===== src/rtl/core/gsr_pkg.sv =====
// Package for the gate step recorder core.
// Holds the sizes, register indexes and shared types that the other files use.
// No dependencies.

package gsr_pkg;

    // Length of the gate memory; step positions run from 1 to MAX_STEPS - 1.
    localparam int MAX_STEPS = 32;
    localparam int STEP_W    = $clog2(MAX_STEPS);
    localparam int LEN_W     = STEP_W + 1;

    // Field widths.
    localparam int MV_W    = 15;
    localparam int THR_W   = 14;
    localparam int PULSE_W = 16;
    localparam int REQ_W   = 8;

    // Stream widths.
    localparam int IN_TDATA_W  = 64;
    localparam int OUT_TDATA_W = 8;

    // Configuration port widths.
    localparam int APB_ADDR_W = 5;
    localparam int APB_DATA_W = 32;
    localparam int REG_IDX_W  = 3;

    // Register indexes (byte address is four times the index).
    localparam logic [REG_IDX_W-1:0] REG_CLOCK_HIGH = 3'd0;
    localparam logic [REG_IDX_W-1:0] REG_CLOCK_LOW  = 3'd1;
    localparam logic [REG_IDX_W-1:0] REG_REC_THR    = 3'd2;
    localparam logic [REG_IDX_W-1:0] REG_MAIN_PULSE = 3'd3;
    localparam logic [REG_IDX_W-1:0] REG_LED_PULSE  = 3'd4;

    // Reset values of the registers.
    localparam logic [THR_W-1:0]   CLOCK_HIGH_RST = 14'd1700;
    localparam logic [THR_W-1:0]   CLOCK_LOW_RST  = 14'd200;
    localparam logic [THR_W-1:0]   REC_THR_RST    = 14'd200;
    localparam logic [PULSE_W-1:0] MAIN_PULSE_RST = 16'd5;
    localparam logic [PULSE_W-1:0] LED_PULSE_RST  = 16'd2400;

    // Configuration as seen by the datapath.
    typedef struct packed {
        logic [THR_W-1:0]   clock_high_mv;
        logic [THR_W-1:0]   clock_low_mv;
        logic [THR_W-1:0]   rec_cv_threshold_mv;
        logic [PULSE_W-1:0] main_pulse_samples;
        logic [PULSE_W-1:0] led_pulse_samples;
    } cfg_t;

    // One input item.
    typedef struct packed {
        logic [REQ_W-1:0] steps_request;
        logic             manual_press;
        logic             rec_cv_connected;
        logic [MV_W-1:0]  rec_cv_mv;
        logic             rec_press;
        logic             gate_connected;
        logic [MV_W-1:0]  gate_mv;
        logic             clock_connected;
        logic [MV_W-1:0]  clock_mv;
    } item_t;

    localparam int ITEM_W = $bits(item_t);

    // Sequencer status handed to the pulse generators and the output stage.
    typedef struct packed {
        logic              fire;
        logic              recording;
        logic [STEP_W-1:0] step;
    } seq_stat_t;

endpackage


===== src/rtl/core/gate_step_recorder_core.sv =====
// Top level of the gate step recorder core: stream ports, input and result
// registers, and the sequencer, pulse and configuration blocks.
// Depends on gsr_pkg, gsr_cfg_regs, gsr_seq and gsr_pulse.

// The core accepts one sample item per clock cycle and returns one result
// item for each, in order; that rate is set by the single-pass update and
// drops only while the receiver holds off. An item waits in the input
// register, where the sequencer and both pulse counters update in a
// single pass, and its result is then registered in the output register,
// which drives tvalid. The output register holds a stalled result while
// the input register can still take one more item. Registers are written
// over APB at byte addresses 0x00 clock high, 0x04 clock low, 0x08 record
// CV threshold, 0x0C trigger length, 0x10 LED length; write them only
// while idle.

module gate_step_recorder_core
(
    input  logic                            clk,
    input  logic                            rst_n,
    // Input items: clock_mv[14:0], clock_connected[15], gate_mv[30:16],
    // gate_connected[31], rec_press[32], rec_cv_mv[47:33],
    // rec_cv_connected[48], manual_press[49], steps_request[57:50], zero above.
    input  logic [gsr_pkg::IN_TDATA_W-1:0]  s_tdata,
    input  logic                            s_tvalid,
    output logic                            s_tready,
    // Result items: trigger_out[0], step_led[1], recording_on[2],
    // step_index[7:3].
    output logic [gsr_pkg::OUT_TDATA_W-1:0] m_tdata,
    output logic                            m_tvalid,
    input  logic                            m_tready,
    input  logic                            psel,
    input  logic                            penable,
    input  logic                            pwrite,
    input  logic [gsr_pkg::APB_ADDR_W-1:0]  paddr,
    input  logic [gsr_pkg::APB_DATA_W-1:0]  pwdata,
    output logic [gsr_pkg::APB_DATA_W-1:0]  prdata,
    output logic                            pready
);

    gsr_pkg::cfg_t      cfg;
    gsr_pkg::item_t     item_reg;
    gsr_pkg::seq_stat_t stat;
    logic               in_vld_reg;
    logic               out_vld_reg;
    logic [gsr_pkg::OUT_TDATA_W-1:0] out_data_reg;
    logic               out_free;
    logic               advance;
    logic               trig_active;
    logic               led_active;
    logic [gsr_pkg::STEP_W-1:0] pos_now;

    // Handshake: the input register moves on whenever the result register
    // is empty or being emptied.
    assign out_free = !out_vld_reg || m_tready;
    assign advance  = in_vld_reg && out_free;
    assign s_tready = !in_vld_reg || out_free;
    assign m_tvalid = out_vld_reg;
    assign m_tdata  = out_data_reg;

    gsr_cfg_regs u_cfg
    (
        .clk     (clk),
        .rst_n   (rst_n),
        .psel    (psel),
        .penable (penable),
        .pwrite  (pwrite),
        .paddr   (paddr),
        .pwdata  (pwdata),
        .prdata  (prdata),
        .pready  (pready),
        .cfg     (cfg)
    );

    gsr_seq u_seq
    (
        .clk     (clk),
        .rst_n   (rst_n),
        .advance (advance),
        .item    (item_reg),
        .cfg     (cfg),
        .stat    (stat),
        .pos_now (pos_now)
    );

    gsr_pulse u_trig
    (
        .clk       (clk),
        .rst_n     (rst_n),
        .advance   (advance),
        .fire      (stat.fire),
        .pulse_len (cfg.main_pulse_samples),
        .active    (trig_active)
    );

    gsr_pulse u_led
    (
        .clk       (clk),
        .rst_n     (rst_n),
        .advance   (advance),
        .fire      (stat.fire),
        .pulse_len (cfg.led_pulse_samples),
        .active    (led_active)
    );

    // Input register.
    always_ff @(posedge clk or negedge rst_n)
    begin
        if (!rst_n)
            in_vld_reg <= 1'b0;
        else if (s_tready)
            in_vld_reg <= s_tvalid;
    end

    always_ff @(posedge clk)
    begin
        if (s_tvalid && s_tready)
            item_reg <= s_tdata[gsr_pkg::ITEM_W-1:0];
    end

    // Result register.
    always_ff @(posedge clk or negedge rst_n)
    begin
        if (!rst_n)
            out_vld_reg <= 1'b0;
        else if (advance)
            out_vld_reg <= 1'b1;
        else if (m_tready)
            out_vld_reg <= 1'b0;
    end

    always_ff @(posedge clk)
    begin
        if (advance)
            out_data_reg <= {stat.step, stat.recording, led_active, trig_active};
    end

    // A waiting item with room downstream yields a result on the next edge.
    a_advance_result: assert property (@(posedge clk) disable iff (!rst_n)
        advance |=> m_tvalid)
        else $error("result missing after item advanced");

    // The step position never leaves 1..MAX_STEPS-1.
    a_pos_range: assert property (@(posedge clk) disable iff (!rst_n)
        pos_now != '0)
        else $error("step position reached zero");

    // Reported step index is never zero.
    a_out_step: assert property (@(posedge clk) disable iff (!rst_n)
        m_tvalid |-> m_tdata[7:3] != '0)
        else $error("result carries step index zero");

    // A stalled result is not overwritten by a new item.
    a_no_overwrite: assert property (@(posedge clk) disable iff (!rst_n)
        (m_tvalid && !m_tready) |-> !advance)
        else $error("stalled result overwritten");

endmodule


===== src/rtl/core/gsr_cfg_regs.sv =====
// Configuration register file of the gate step recorder, on an APB-style port.
// Depends on gsr_pkg.

module gsr_cfg_regs
(
    input  logic                           clk,
    input  logic                           rst_n,
    input  logic                           psel,
    input  logic                           penable,
    input  logic                           pwrite,
    input  logic [gsr_pkg::APB_ADDR_W-1:0] paddr,
    input  logic [gsr_pkg::APB_DATA_W-1:0] pwdata,
    output logic [gsr_pkg::APB_DATA_W-1:0] prdata,
    output logic                           pready,
    output gsr_pkg::cfg_t                  cfg
);

    gsr_pkg::cfg_t cfg_reg;
    logic [gsr_pkg::REG_IDX_W-1:0] reg_idx;
    logic wr_en;

    assign pready  = 1'b1;
    assign reg_idx = paddr[gsr_pkg::APB_ADDR_W-1:2];
    assign wr_en   = psel && penable && pwrite;
    assign cfg     = cfg_reg;

    // Register writes; addresses past the last register are ignored.
    always_ff @(posedge clk or negedge rst_n)
    begin
        if (!rst_n)
        begin
            cfg_reg.clock_high_mv       <= gsr_pkg::CLOCK_HIGH_RST;
            cfg_reg.clock_low_mv        <= gsr_pkg::CLOCK_LOW_RST;
            cfg_reg.rec_cv_threshold_mv <= gsr_pkg::REC_THR_RST;
            cfg_reg.main_pulse_samples  <= gsr_pkg::MAIN_PULSE_RST;
            cfg_reg.led_pulse_samples   <= gsr_pkg::LED_PULSE_RST;
        end
        else if (wr_en)
        begin
            unique case (reg_idx)
                gsr_pkg::REG_CLOCK_HIGH:
                    cfg_reg.clock_high_mv <= pwdata[gsr_pkg::THR_W-1:0];
                gsr_pkg::REG_CLOCK_LOW:
                    cfg_reg.clock_low_mv <= pwdata[gsr_pkg::THR_W-1:0];
                gsr_pkg::REG_REC_THR:
                    cfg_reg.rec_cv_threshold_mv <= pwdata[gsr_pkg::THR_W-1:0];
                gsr_pkg::REG_MAIN_PULSE:
                    cfg_reg.main_pulse_samples <= pwdata[gsr_pkg::PULSE_W-1:0];
                gsr_pkg::REG_LED_PULSE:
                    cfg_reg.led_pulse_samples <= pwdata[gsr_pkg::PULSE_W-1:0];
                default:
                    ;
            endcase
        end
    end

    // Read back.
    always_comb
    begin
        prdata = '0;
        unique case (reg_idx)
            gsr_pkg::REG_CLOCK_HIGH:
                prdata = {{(gsr_pkg::APB_DATA_W-gsr_pkg::THR_W){1'b0}},
                          cfg_reg.clock_high_mv};
            gsr_pkg::REG_CLOCK_LOW:
                prdata = {{(gsr_pkg::APB_DATA_W-gsr_pkg::THR_W){1'b0}},
                          cfg_reg.clock_low_mv};
            gsr_pkg::REG_REC_THR:
                prdata = {{(gsr_pkg::APB_DATA_W-gsr_pkg::THR_W){1'b0}},
                          cfg_reg.rec_cv_threshold_mv};
            gsr_pkg::REG_MAIN_PULSE:
                prdata = {{(gsr_pkg::APB_DATA_W-gsr_pkg::PULSE_W){1'b0}},
                          cfg_reg.main_pulse_samples};
            gsr_pkg::REG_LED_PULSE:
                prdata = {{(gsr_pkg::APB_DATA_W-gsr_pkg::PULSE_W){1'b0}},
                          cfg_reg.led_pulse_samples};
            default:
                prdata = '0;
        endcase
    end

endmodule


===== src/rtl/core/gsr_seq.sv =====
// Step sequencer of the gate step recorder: record flag, clock hysteresis,
// step position and the gate memory of one bit per step. Depends on gsr_pkg.

module gsr_seq
(
    input  logic               clk,
    input  logic               rst_n,
    input  logic               advance,
    input  gsr_pkg::item_t     item,
    input  gsr_pkg::cfg_t      cfg,
    output gsr_pkg::seq_stat_t stat,
    output logic [gsr_pkg::STEP_W-1:0] pos_now
);

    localparam int MAX_STEPS = gsr_pkg::MAX_STEPS;
    localparam int STEP_W    = gsr_pkg::STEP_W;
    localparam int LEN_W     = gsr_pkg::LEN_W;
    localparam int CMP_W     = gsr_pkg::MV_W + 1;

    logic [MAX_STEPS-1:0] gate_mem_reg;
    logic [MAX_STEPS-1:0] gate_mem_next;
    logic [STEP_W-1:0]    pos_reg;
    logic [STEP_W-1:0]    pos_next;
    logic                 rec_reg;
    logic                 rec_next;
    logic                 armed_reg;
    logic                 armed_next;
    logic                 btn_last_reg;
    logic                 btn_last_next;

    logic signed [CMP_W-1:0] clock_s;
    logic signed [CMP_W-1:0] rec_cv_s;
    logic signed [CMP_W-1:0] high_s;
    logic signed [CMP_W-1:0] low_s;
    logic signed [CMP_W-1:0] rthr_s;
    logic                    gate_pos;
    logic [LEN_W-1:0]        len;
    logic [STEP_W-1:0]       pos_base;
    logic [LEN_W-1:0]        pos_inc;
    logic                    edge_det;
    logic                    cur_bit;
    logic                    set_bit;

    // Sign-extended samples against zero-extended thresholds.
    assign clock_s  = {item.clock_mv[gsr_pkg::MV_W-1], item.clock_mv};
    assign rec_cv_s = {item.rec_cv_mv[gsr_pkg::MV_W-1], item.rec_cv_mv};
    assign high_s   = {{(CMP_W-gsr_pkg::THR_W){1'b0}}, cfg.clock_high_mv};
    assign low_s    = {{(CMP_W-gsr_pkg::THR_W){1'b0}}, cfg.clock_low_mv};
    assign rthr_s   = {{(CMP_W-gsr_pkg::THR_W){1'b0}}, cfg.rec_cv_threshold_mv};
    assign gate_pos = !item.gate_mv[gsr_pkg::MV_W-1] && (item.gate_mv != '0);

    // Step length saturated to 1..MAX_STEPS.
    always_comb
    begin
        priority if (item.steps_request[gsr_pkg::REQ_W-1] || item.steps_request == '0)
            len = LEN_W'(1);
        else if (item.steps_request > gsr_pkg::REQ_W'(MAX_STEPS))
            len = LEN_W'(MAX_STEPS);
        else
            len = item.steps_request[LEN_W-1:0];
    end

    // Record flag from button edge or CV level; button start resets step.
    always_comb
    begin
        rec_next      = rec_reg;
        btn_last_next = btn_last_reg;
        pos_base      = pos_reg;
        if (item.rec_cv_connected)
        begin
            rec_next = rec_cv_s > rthr_s;
        end
        else if (btn_last_reg)
        begin
            if (!item.rec_press)
                btn_last_next = 1'b0;
        end
        else if (item.rec_press)
        begin
            btn_last_next = 1'b1;
            rec_next      = !rec_reg;
            if (!rec_reg)
                pos_base = STEP_W'(1);
        end
    end

    // Clock edge with hysteresis, step advance and gate memory update.
    always_comb
    begin
        armed_next    = armed_reg;
        edge_det      = 1'b0;
        pos_next      = pos_base;
        gate_mem_next = gate_mem_reg;
        pos_inc       = {1'b0, pos_base} + LEN_W'(1);
        if (item.clock_connected)
        begin
            if (armed_reg)
            begin
                if (clock_s <= low_s)
                    armed_next = 1'b0;
            end
            else if (clock_s >= high_s)
            begin
                armed_next = 1'b1;
                edge_det   = 1'b1;
            end
        end
        if (edge_det)
        begin
            if (pos_inc >= len || pos_inc >= LEN_W'(MAX_STEPS))
                pos_next = STEP_W'(1);
            else
                pos_next = pos_inc[STEP_W-1:0];
        end
        cur_bit = gate_mem_reg[pos_next];
        set_bit = cur_bit;
        if (rec_next)
        begin
            if (item.gate_connected)
                set_bit = gate_pos;
            if (item.manual_press)
                set_bit = 1'b1;
        end
        if (edge_det)
            gate_mem_next[pos_next] = set_bit;
    end

    assign stat.fire      = edge_det && set_bit;
    assign stat.recording = rec_next;
    assign stat.step      = pos_next;
    assign pos_now        = pos_reg;

    // State update once per item.
    always_ff @(posedge clk or negedge rst_n)
    begin
        if (!rst_n)
        begin
            gate_mem_reg <= '0;
            pos_reg      <= STEP_W'(1);
            rec_reg      <= 1'b0;
            armed_reg    <= 1'b1;
            btn_last_reg <= 1'b1;
        end
        else if (advance)
        begin
            gate_mem_reg <= gate_mem_next;
            pos_reg      <= pos_next;
            rec_reg      <= rec_next;
            armed_reg    <= armed_next;
            btn_last_reg <= btn_last_next;
        end
    end

endmodule


===== src/rtl/core/gsr_pulse.sv =====
// Retriggerable pulse counter of the gate step recorder.
// Depends on gsr_pkg.

module gsr_pulse
(
    input  logic                        clk,
    input  logic                        rst_n,
    input  logic                        advance,
    input  logic                        fire,
    input  logic [gsr_pkg::PULSE_W-1:0] pulse_len,
    output logic                        active
);

    logic [gsr_pkg::PULSE_W-1:0] remain_reg;
    logic [gsr_pkg::PULSE_W-1:0] remain_next;
    logic [gsr_pkg::PULSE_W-1:0] loaded;

    // A retrigger takes the longer of what remains and the full length.
    always_comb
    begin
        loaded = remain_reg;
        if (fire && pulse_len > remain_reg)
            loaded = pulse_len;
        active      = loaded != '0;
        remain_next = active ? loaded - gsr_pkg::PULSE_W'(1) : loaded;
    end

    always_ff @(posedge clk or negedge rst_n)
    begin
        if (!rst_n)
            remain_reg <= '0;
        else if (advance)
            remain_reg <= remain_next;
    end

endmodule

===== config.mk =====
export PLATFORM = sky130hd
export DESIGN_NAME = gate_step_recorder_core
export DESIGN_NICKNAME = d
export VERILOG_FILES = /design/src/rtl/core/gsr_pkg.sv /design/src/rtl/core/gate_step_recorder_core.sv /design/src/rtl/core/gsr_cfg_regs.sv /design/src/rtl/core/gsr_seq.sv /design/src/rtl/core/gsr_pulse.sv
export SDC_FILE = /design/constraint.sdc
export NUM_CORES = 1
export LEC_CHECK = 0
export BUFFER_PORTS_ARGS = -buffer_cell sky130_fd_sc_hd__buf_2
export CAP_MARGIN = 40
export CORE_MARGIN = 2
export CORE_UTILIZATION = 35
export CTS_CLUSTER_SIZE = 16
export DETAILED_ROUTE_END_ITERATION = 10
export PLACE_DENSITY = 0.5
export SYNTH_ARGS = -nofsm -noshare
export SYNTH_HDL_FRONTEND = slang
export SYNTH_SLANG_ARGS = --single-unit

===== constraint.sdc =====
create_clock -name clk -period 9.8 [get_ports clk]
set_clock_uncertainty 0.1 [all_clocks]
set_input_delay 1.96 -clock clk [delete_from_list [all_inputs] [get_ports clk]]
set_output_delay 1.96 -clock clk [all_outputs]
set_load 0.01 [all_outputs]

==> reports/qor.csv, run 1 <==
stage,metric,value,unit
power,clkPwrFrac,0.340,
yosys,synth_edf_count,66,
yosys,synth_flop_cell,dfrtp_1,
global_routing,grt_pass1_wl,58.97,mm
sta,drv_slew,0,
critical_path,worstPathRequired,10.17,ns
critical_path,crit_fanout,15,
yosys,yosys_warnings,0,
cells_and_area,syn_to_final_growth,15.51,%
placed_design,io_buffer_count,109,
routing,drt-initial-drc-count,745,
global_routing,grt_pass1_vias,10279,
cells_and_area,antennaDiodeCount,0,
sta,fmax,0.1151,GHz
routing,wl_per_cell,19.06,µm
min_path,min-delay-start,item_reg[15],
routing,vias,10301,
clocking,root_buffer,clkbuf_16,
critical_path,cp.arrival,9.06,ns
global_routing,track_usage,0.1937,
routing,routed_via_density,5.348,
global_routing,antenna_found_initial,1,
clocking,holdBufCountCts,0,
power,internal-power,2.103,mW
clocking,numCtsBuffers,27,
yosys,syn_inst,1335,
routing,first_pass_iters,5,
die,ios,151,
routing,routed_wl,36.71,mm
sta,min_period,8.692,ns
sta,rsz0062_at_grt,no,
critical_path,r2r-start,item_reg[48],
global_routing,grt_max_degree,86,
min_path,whs_path_depth,1,
sta,hold_slack,0.3300,ns
die,initial_utilization,0.3556,
routing,drc,0,
sta,setup_viol,0,
die,die_w,196.9,µm
clocking,cts_buffer_depth,3,
yosys,ys_seq_area_frac,0.4386,
power,peakVddDrop,129.8,µV
routing,wirelength_met1,17.79,mm
yosys,async_flop_share,0.6916,
sta,fin_crit_sh,0.8869,
die,die-height,196.9,µm
critical_path,worstReg2RegEnd,u_trig.remain_reg[15],
cells_and_area,drive_above_1_share,0.2092,
clocking,cts_setup_buffers,0,
power,power.switching,1.094,mW
sta,hold_viol_final,0,
power,netSwitchingFraction,0.3422,
power,power_frac_seq,0.386,
clocking,numClockSinks,214,
power,p_comb_frac,0.275,
critical_path,cp_slowest_cell,or4b_1,
flow_run,maxCapViolCount,0,
critical_path,rrSetupSlack,1.11,ns
critical_path,path_buf_inv,1,
yosys,synthDistinctLibCells,80,
placed_design,gp_congestion,0.8927,
global_routing,grt_overflow,0,
power,p_leak,6.482,nW
critical_path,critical_path_class,register to register,
min_path,whs_endpoint,u_seq.armed_reg,
yosys,syn_area,13020,µm²
critical_path,ff2ff_path_depth,30,
clocking,cts_resized,0,
die,die-area,38760,µm²
run_status,status,"complete, no violations",
cells_and_area,final_cell_mix,"nand2_1, dfrtp_1, buf_2",
routing,antenna_left,0,
clocking,cts_tree,yes,
routing,top_layer_used,met5,
routing,wl_met2,16.38,mm
clocking,htree_levels,1,
die,rows,70,
yosys,syn_avg_cell_area,9.752,µm²
critical_path,crit_path_end_kind,register,
routing,dr_wl_met3,1.761,mm
cells_and_area,final_common_cell,nand2_1,
critical_path,path_delay_family,simple AND/OR/NAND/NOR gates,
min_path,worstHoldPathType,register to register,
power,p_per_area,212.6,nW/µm²
clocking,clk_latency,0.56,ns
cells_and_area,nets,1628,
cells_and_area,fillers,3603,
sta,worst_pin_slew,0.9735,ns
critical_path,start_kind,register,
cells_and_area,largest_reg_flops,74,
critical_path,slowest_delay,0.81,ns
placed_design,dpl.hpwl,27.09,mm
sta,fin_tns_setup,0,ns
sta,relSlewSlack,0.3425,
clocking,clk_pin_slew,0.06,ns
yosys,ys_ff_latch,214,
die,coreArea,36610,µm²
## layout make-up
type / instances / area, µm² / area share
Multi-Input combinational cell: 967 / 6656 / 0.4426
Timing Repair Buffer: 132 / 759.5 / 0.05050
Sequential cell: 214 / 5710 / 0.3797
Tap cell: 468 / 585.6 / 0.03894
Clock buffer: 32 / 714.4 / 0.04751
Inverter: 95 / 356.6 / 0.02371
Clock inverter: 18 / 255.2 / 0.01697
## stage by stage
step / cells / setup slack, ns / power [mW] / cell area (µm²) / util
global route: 1926 / 0.4091 / 3.408 / 15040 / 0.4108
floorplan: 1350 / 2.113 / 1.811 / 13080 / -
finish: 1926 / 1.108 / 3.197 / 15040 / 0.4108
CTS: 1926 / 1.244 / 3.233 / 15040 / 0.4108
global placement: 1870 / 1.333 / 2.104 / 13990 / 0.3821
detailed placement: 1876 / 1.270 / 2.125 / 14070 / 0.3843
## power by group through the flow
stage          Sequential [mW]  Clock (mW)  Combinational, mW
4_1_cts                   1.23        1.12              0.884
3_3_place_gp              1.24           0              0.859
6_report                  1.23        1.09              0.878
5_1_grt                   1.25        1.15               1.00
2_1_floorplan             1.18           0              0.635
3_5_place_dp              1.24           0              0.880
## cells by family (layout without fill, tap and decap cells)
group / Yosys count / in the layout / share of synthesized area
multiplexers: 104 / 104 / 0.08996
flip-flops: 214 / 214 / 0.4386
XOR/XNOR: 27 / 27 / 0.01816
adder cells (fa/ha/maj): 83 / 83 / 0.07977
AO/OA/AOI/OAI: 318 / 318 / 0.1585
other: 2 / 17 / 0.0005769
buffers and inverters: 169 / 277 / 0.05603
AND/OR/NAND/NOR: 418 / 418 / 0.1584
## cells in the mapped netlist, drive strengths merged (25+ instances only)
library cell	count	area [µm²]
nand2	151	566.8
dfrtp	128	3203
o21ai	102	510.5
inv	95	356.6
mux2	84	945.9
ha	83	1039
nor2	70	265.3
edfxtp	66	1982
a21oi	56	280.3
clkbuf	40	150.1
a22oi	35	262.8
nand3	35	180.2
nor3	35	180.2
buf	34	222.7
nand4	25	171.4
## worst max-delay path by stage
stage                        from                     to  slack [ns]  depth (start not counted)
finish               item_reg[48]  u_trig.remain_reg[15]        1.11                         30
global route         item_reg[32]  u_trig.remain_reg[15]        0.41                         31
CTS                  item_reg[48]  u_trig.remain_reg[15]        1.24                         30
detailed placement   item_reg[48]  u_trig.remain_reg[15]        1.27                         30
global placement     item_reg[48]  u_trig.remain_reg[15]        1.33                         30
floorplan           u_seq.rec_reg  u_trig.remain_reg[15]        2.11                         35
## routing by layer
layer | global-route usage | vias up
met3 | 0.02977 | 53
li1 | - | 5059
met4 | 0.04818 | 2
met2 | 0.3065 | 244
met5 | 0 | -
met1 | 0.2775 | 4943
Note: power is estimated with default switching activity, not from simulation.
==> run 2: changes to the inputs <==
Settings changed: CORE_UTILIZATION 35 to 25, PLACE_DENSITY 0.5 to 0.39.
Clock period 9.8 ns to 8.3 ns, I/O delays scaled along.
==> reports/qor.csv, run 2 (same netlist as run 1, synthesis figures left out) <==
stage,metric,value,unit
clocking,holdBufCountCts,0,
routing,routed_via_density,4.800,
cells_and_area,final_common_cell,nand2_1,
global_routing,gr-max-usage-layer,met2,
clocking,clk_latency,0.56,ns
critical_path,cp_common_cell,nand2_1,
cells_and_area,fillers,5339,
sta,relSlewSlack,0.4083,
flow_run,maxCapViolCount,0,
cells_and_area,syn_to_final_growth,18.93,%
min_path,worstHoldPathType,register to register,
cells_and_area,multi_input_area,6659,µm²
sta,setup_ws,0.8851,ns
routing,drt-initial-drc-count,584,
routing,wl_per_cell,18.52,µm
critical_path,critical_path_class,register to register,
sta,rsz0062_at_grt,no,
clocking,clk_pin_slew,0.06,ns
die,ios,151,
cells_and_area,final_cell_mix,"nand2_1, dfrtp_1, buf_2",
routing,drc,0,
critical_path,slowest_delay,0.58,ns
global_routing,grt_pass1_wl,62.38,mm
cells_and_area,drive_above_1_share,0.2232,
sta,fmax,0.1349,GHz
global_routing,met2_usage,0.2382,
placed_design,io_buffer_count,109,
clocking,htree_levels,1,
die,die-area,53920,µm²
die,die_w,232.2,µm
cells_and_area,ff_latch_area,5710,µm²
clocking,root_buffer,clkbuf_16,
global_routing,grt_pass1_vias,10420,
clocking,numClockSinks,214,
power,p_per_area,246.1,nW/µm²
sta,hold_slack,0.3545,ns
critical_path,cp.arrival,7.73,ns
global_routing,grt_overflow,0,
sta,hold_viol_final,0,
die,initial_utilization,0.2533,
clocking,numCtsBuffers,28,
clocking,cts_buffer_depth,3,
routing,vias,10383,
run_status,status,"complete, no violations",
cells_and_area,fin_area,15480,µm²
global_routing,globalRouteMet3Util,0.01879,
placed_design,dp.cells,2111,
die,rows,83,
sta,fin_crit_sh,0.8934,
sta,fin_tns_setup,0,ns
sta,min_period,7.415,ns
clocking,cts_setup_buffers,0,
sta,setup_viol,0,
routing,first_pass_iters,4,
placed_design,place_worst_setup_slack,0.8824,ns
critical_path,crit_fanout,9,
critical_path,cp_slowest_cell,or4b_1,
critical_path,crit_path_end_kind,register,
routing,antenna_left,0,
sta,drv_slew,0,
power,peakVddDrop,149.4,µV
critical_path,worstPathRequired,8.61,ns
cells_and_area,finalNonFillerCells,2163,
clocking,cts_tree,yes,
global_routing,track_usage,0.1484,
global_routing,gr-usage-met1,0.2099,
placed_design,gp_congestion,0.7907,
power,finalPower,3.811,mW
power,p_leak,6.611,nW
placed_design,placedInstanceArea,14510,µm²
cells_and_area,antennaDiodeCount,0,
routing,routed_wl,40.06,mm
cells_and_area,nets,1652,
global_routing,antenna_found_initial,1,
die,die-height,232.2,µm
global_routing,grt_max_degree,80,
clocking,cts_resized,0,
cells_and_area,largest_reg_flops,74,
placed_design,dpl.hpwl,29.99,mm
cells_and_area,finalCoreUtilization,0.3012,
die,coreArea,51410,µm²
critical_path,start_kind,register,
sta,worst_pin_slew,0.8852,ns
-- run 2: cell count changes in the layout (fill, tap and decap cells not counted), moves of 2 or more --
cell        delta
buf_4         +20
bufinv_16      -3
clkbuf_16      +3
buf_6          +2
clkbuf_1       +2
clkinv_1       -2
clkinvlp_4     -2
inv_4          +2
-- run 2: final cells by class --
cell class / count / area share
timing repair buffer: 155 / 0.06053
tap: 680 / 0.05495
clock buffer: 38 / 0.05236
multi-input combinational: 967 / 0.4301
inverter: 95 / 0.02303
clock inverter: 14 / 0.01026
sequential: 214 / 0.3688
-- run 2: path summary, 6_finish.rpt --
check / startpoint / to / slack (ns) / cells past startpoint
setup reg to reg: item_reg[48] / u_led.remain_reg[15] / 0.89 / 34
hold / removal: item_reg[15] / u_seq.armed_reg / 0.35 / 1
min in group asynchronous: rst_n / u_cfg.cfg[55] / 1.03 / 1
setup / recovery: item_reg[48] / u_led.remain_reg[15] / 0.89 / 34
hold reg to reg: item_reg[15] / u_seq.armed_reg / 0.35 / 1
max in group asynchronous: rst_n / u_cfg.cfg[65] / 5.75 / 3
-- run 2: layer usage --
metal / wire length [µm] / vias to the layer above
li1: - / 5100
met1: 19790 / 5068
met2: 18280 / 167
met3: 1187 / 46
met4: 788 / 2
met5: 12 / -
-- run 2: worst max-delay path: cells and delay by family, from the launching register on --
family | cells | cell delay [ns]
AO/OA/AOI/OAI | 10 | 1.93
AND/OR/NAND/NOR | 15 | 2.97
adder cells (fa/ha/maj) | 3 | 0.70
buffers and inverters | 4 | 0.65
XOR/XNOR | 2 | 0.42
flip-flops | 1 | 0.48
-- run 2: where the power goes --
part	total [mW]	internal (mW)	leakage [nW]	switching (mW)
Clock	1.28	0.779	0.485	0.499
Sequential	1.45	1.27	2.41	0.181
Combinational	1.08	0.434	3.72	0.651
==> run 3: changes to the inputs <==
Settings changed: PLACE_DENSITY 0.39 to 0.4.
Clock period 8.3 ns to 6.1 ns, I/O delays scaled along.
==> reports/qor.csv, run 3 (same netlist as run 1, synthesis figures left out) <==
stage,metric,value,unit
sta,hold_viol_final,0,
critical_path,cp.arrival,6.89,ns
critical_path,path_delay_family,simple AND/OR/NAND/NOR gates,
run_status,status,"finished, violations left",
critical_path,cp_common_cell,buf_4,
cells_and_area,final_cell_mix,"nand2_1, dfrtp_1, buf_4",
routing,wl_per_cell,18.15,µm
sta,fin_tns_setup,-7.235,ns
die,ios,151,
critical_path,worstReg2RegEnd,u_led.remain_reg[15],
min_path,whs_endpoint,u_seq.armed_reg,
critical_path,crit_path_end_kind,register,
routing,drt-initial-drc-count,527,
cells_and_area,largest_reg_flops,74,
global_routing,grt_max_degree,67,
run_status,violations,negative setup slack,
cells_and_area,finalCoreUtilization,0.3272,
global_routing,grt_pass1_wl,64.34,mm
sta,setup_ws,-0.4810,ns
min_path,whs_path_depth,1,
power,p_leak,7.226,nW
clocking,clk_latency,0.56,ns
global_routing,grt_pass1_vias,10795,
routing,antenna_left,0,
sta,rsz0062_at_grt,yes,
routing,vias,10797,
clocking,holdBufCountCts,0,
clocking,cts_tree,yes,
clocking,clk_pin_slew,0.06,ns
critical_path,cp_slowest_cell,or4b_4,
routing,first_pass_iters,5,
flow_run,maxCapViolCount,0,
cells_and_area,final_common_cell,nand2_1,
routing,routed_wl,41.04,mm
critical_path,ff2ff_path_depth,33,
sta,drv_slew,0,
cells_and_area,fin_area,16820,µm²
min_path,min-delay-start,item_reg[15],
cells_and_area,syn_to_final_growth,29.18,%
sta,fin_crit_sh,1.079,
routing,routed_via_density,4.773,
clocking,htree_levels,1,
clocking,numClockSinks,214,
min_path,worstHoldPathType,register to register,
critical_path,critical_path_class,register to register,
global_routing,track_usage,0.1527,
global_routing,antenna_found_initial,1,
power,p_per_area,323.4,nW/µm²
critical_path,start_kind,register,
global_routing,grt_overflow,0,
critical_path,crit_fanout,4,
sta,worst_pin_slew,0.8350,ns
sta,relSlewSlack,0.4382,
critical_path,r2r-start,u_seq.btn_last_reg,
clocking,root_buffer,clkbuf_16,
die,die-height,232.2,µm
die,die-area,53920,µm²
cells_and_area,nets,1753,
die,initial_utilization,0.2533,
placed_design,dpl.hpwl,30.57,mm
die,die_w,232.2,µm
sta,fmax,0.1520,GHz
placed_design,place_worst_setup_slack,-0.7452,ns
power,peakVddDrop,194.8,µV
placed_design,io_buffer_count,109,
cells_and_area,drive_above_1_share,0.3274,
cells_and_area,antennaDiodeCount,0,
placed_design,gp_congestion,0.7959,
die,coreArea,51410,µm²
critical_path,worstPathRequired,6.41,ns
critical_path,rrSetupSlack,-0.48,ns
sta,setup_viol,31,
critical_path,slowest_delay,0.56,ns
placed_design,placedInstanceArea,15240,µm²
sta,min_period,6.581,ns
sta,hold_slack,0.3378,ns
clocking,numCtsBuffers,26,
critical_path,path_buf_inv,6,
clocking,cts_buffer_depth,3,
die,rows,83,
routing,drc,0,
## run 3: final cells by class
class                   count  area [µm²]
clock buffers              39       750.7
multi-input cells         967        7277
flip-flops and latches    214        5710
inverters                  95       361.6
fillers                  5338       34590
well taps                 680       850.8
clock inverters             9       67.56
repair buffers            258        1799
## run 3: repair_timing
item,in CTS,in global routing
gates resized for setup,64,68
setup endpoints to repair,34,34
endpoints found under the hold margin,0,0
setup buffers,19,18
pin swaps,30,39
## run 3: worst max-delay path by stage
stage          slack (ns)                from                     to  cells after the start
2_1_floorplan       -0.94        item_reg[48]  u_trig.remain_reg[15]                     35
3_3_place_gp        -0.70  u_seq.btn_last_reg   u_trig.remain_reg[1]                     27
3_5_place_dp        -0.75  u_seq.btn_last_reg             m_tdata[0]                     27
4_1_cts             -0.44  u_seq.btn_last_reg  u_trig.remain_reg[11]                     32
5_1_grt             -0.73        item_reg[48]   u_led.remain_reg[15]                     33
6_report            -0.48  u_seq.btn_last_reg   u_led.remain_reg[15]                     33
## run 3: worst register-to-register path: cells and delay by family, from the launching register on
kind	cells	cell delay [ns]
AND/OR/NAND/NOR	11	2.22
AO/OA/AOI/OAI	11	2.04
buffers and inverters	6	0.78
adder cells (fa/ha/maj)	3	0.66
flip-flops	1	0.38
XOR/XNOR	2	0.27
## run 3: layer usage
layer | global-route usage | vias to the layer above | share of wire
li1 | - | 5312 | -
met1 | 0.2192 | 5213 | 0.49
met2 | 0.2424 | 223 | 0.46
met3 | 0.01805 | 47 | 0.036
met4 | 0.03886 | 2 | 0.020
met5 | 0 | - | 0.00027
## run 3: report_power, final
part	leakage [nW]	internal, mW	switching, mW
Sequential	2.41	1.73	0.261
Combinational	4.41	0.900	1.04
Clock	0.406	0.887	0.628
Total	7.23	3.51	1.93
## run 3: metrics by stage
step	instances	power (mW)
final	2262	5.438
after floorplan	1350	2.980
after detailed placement	2185	3.727
after global placement	2181	3.703
after CTS	2252	5.427
after global routing	2262	5.794
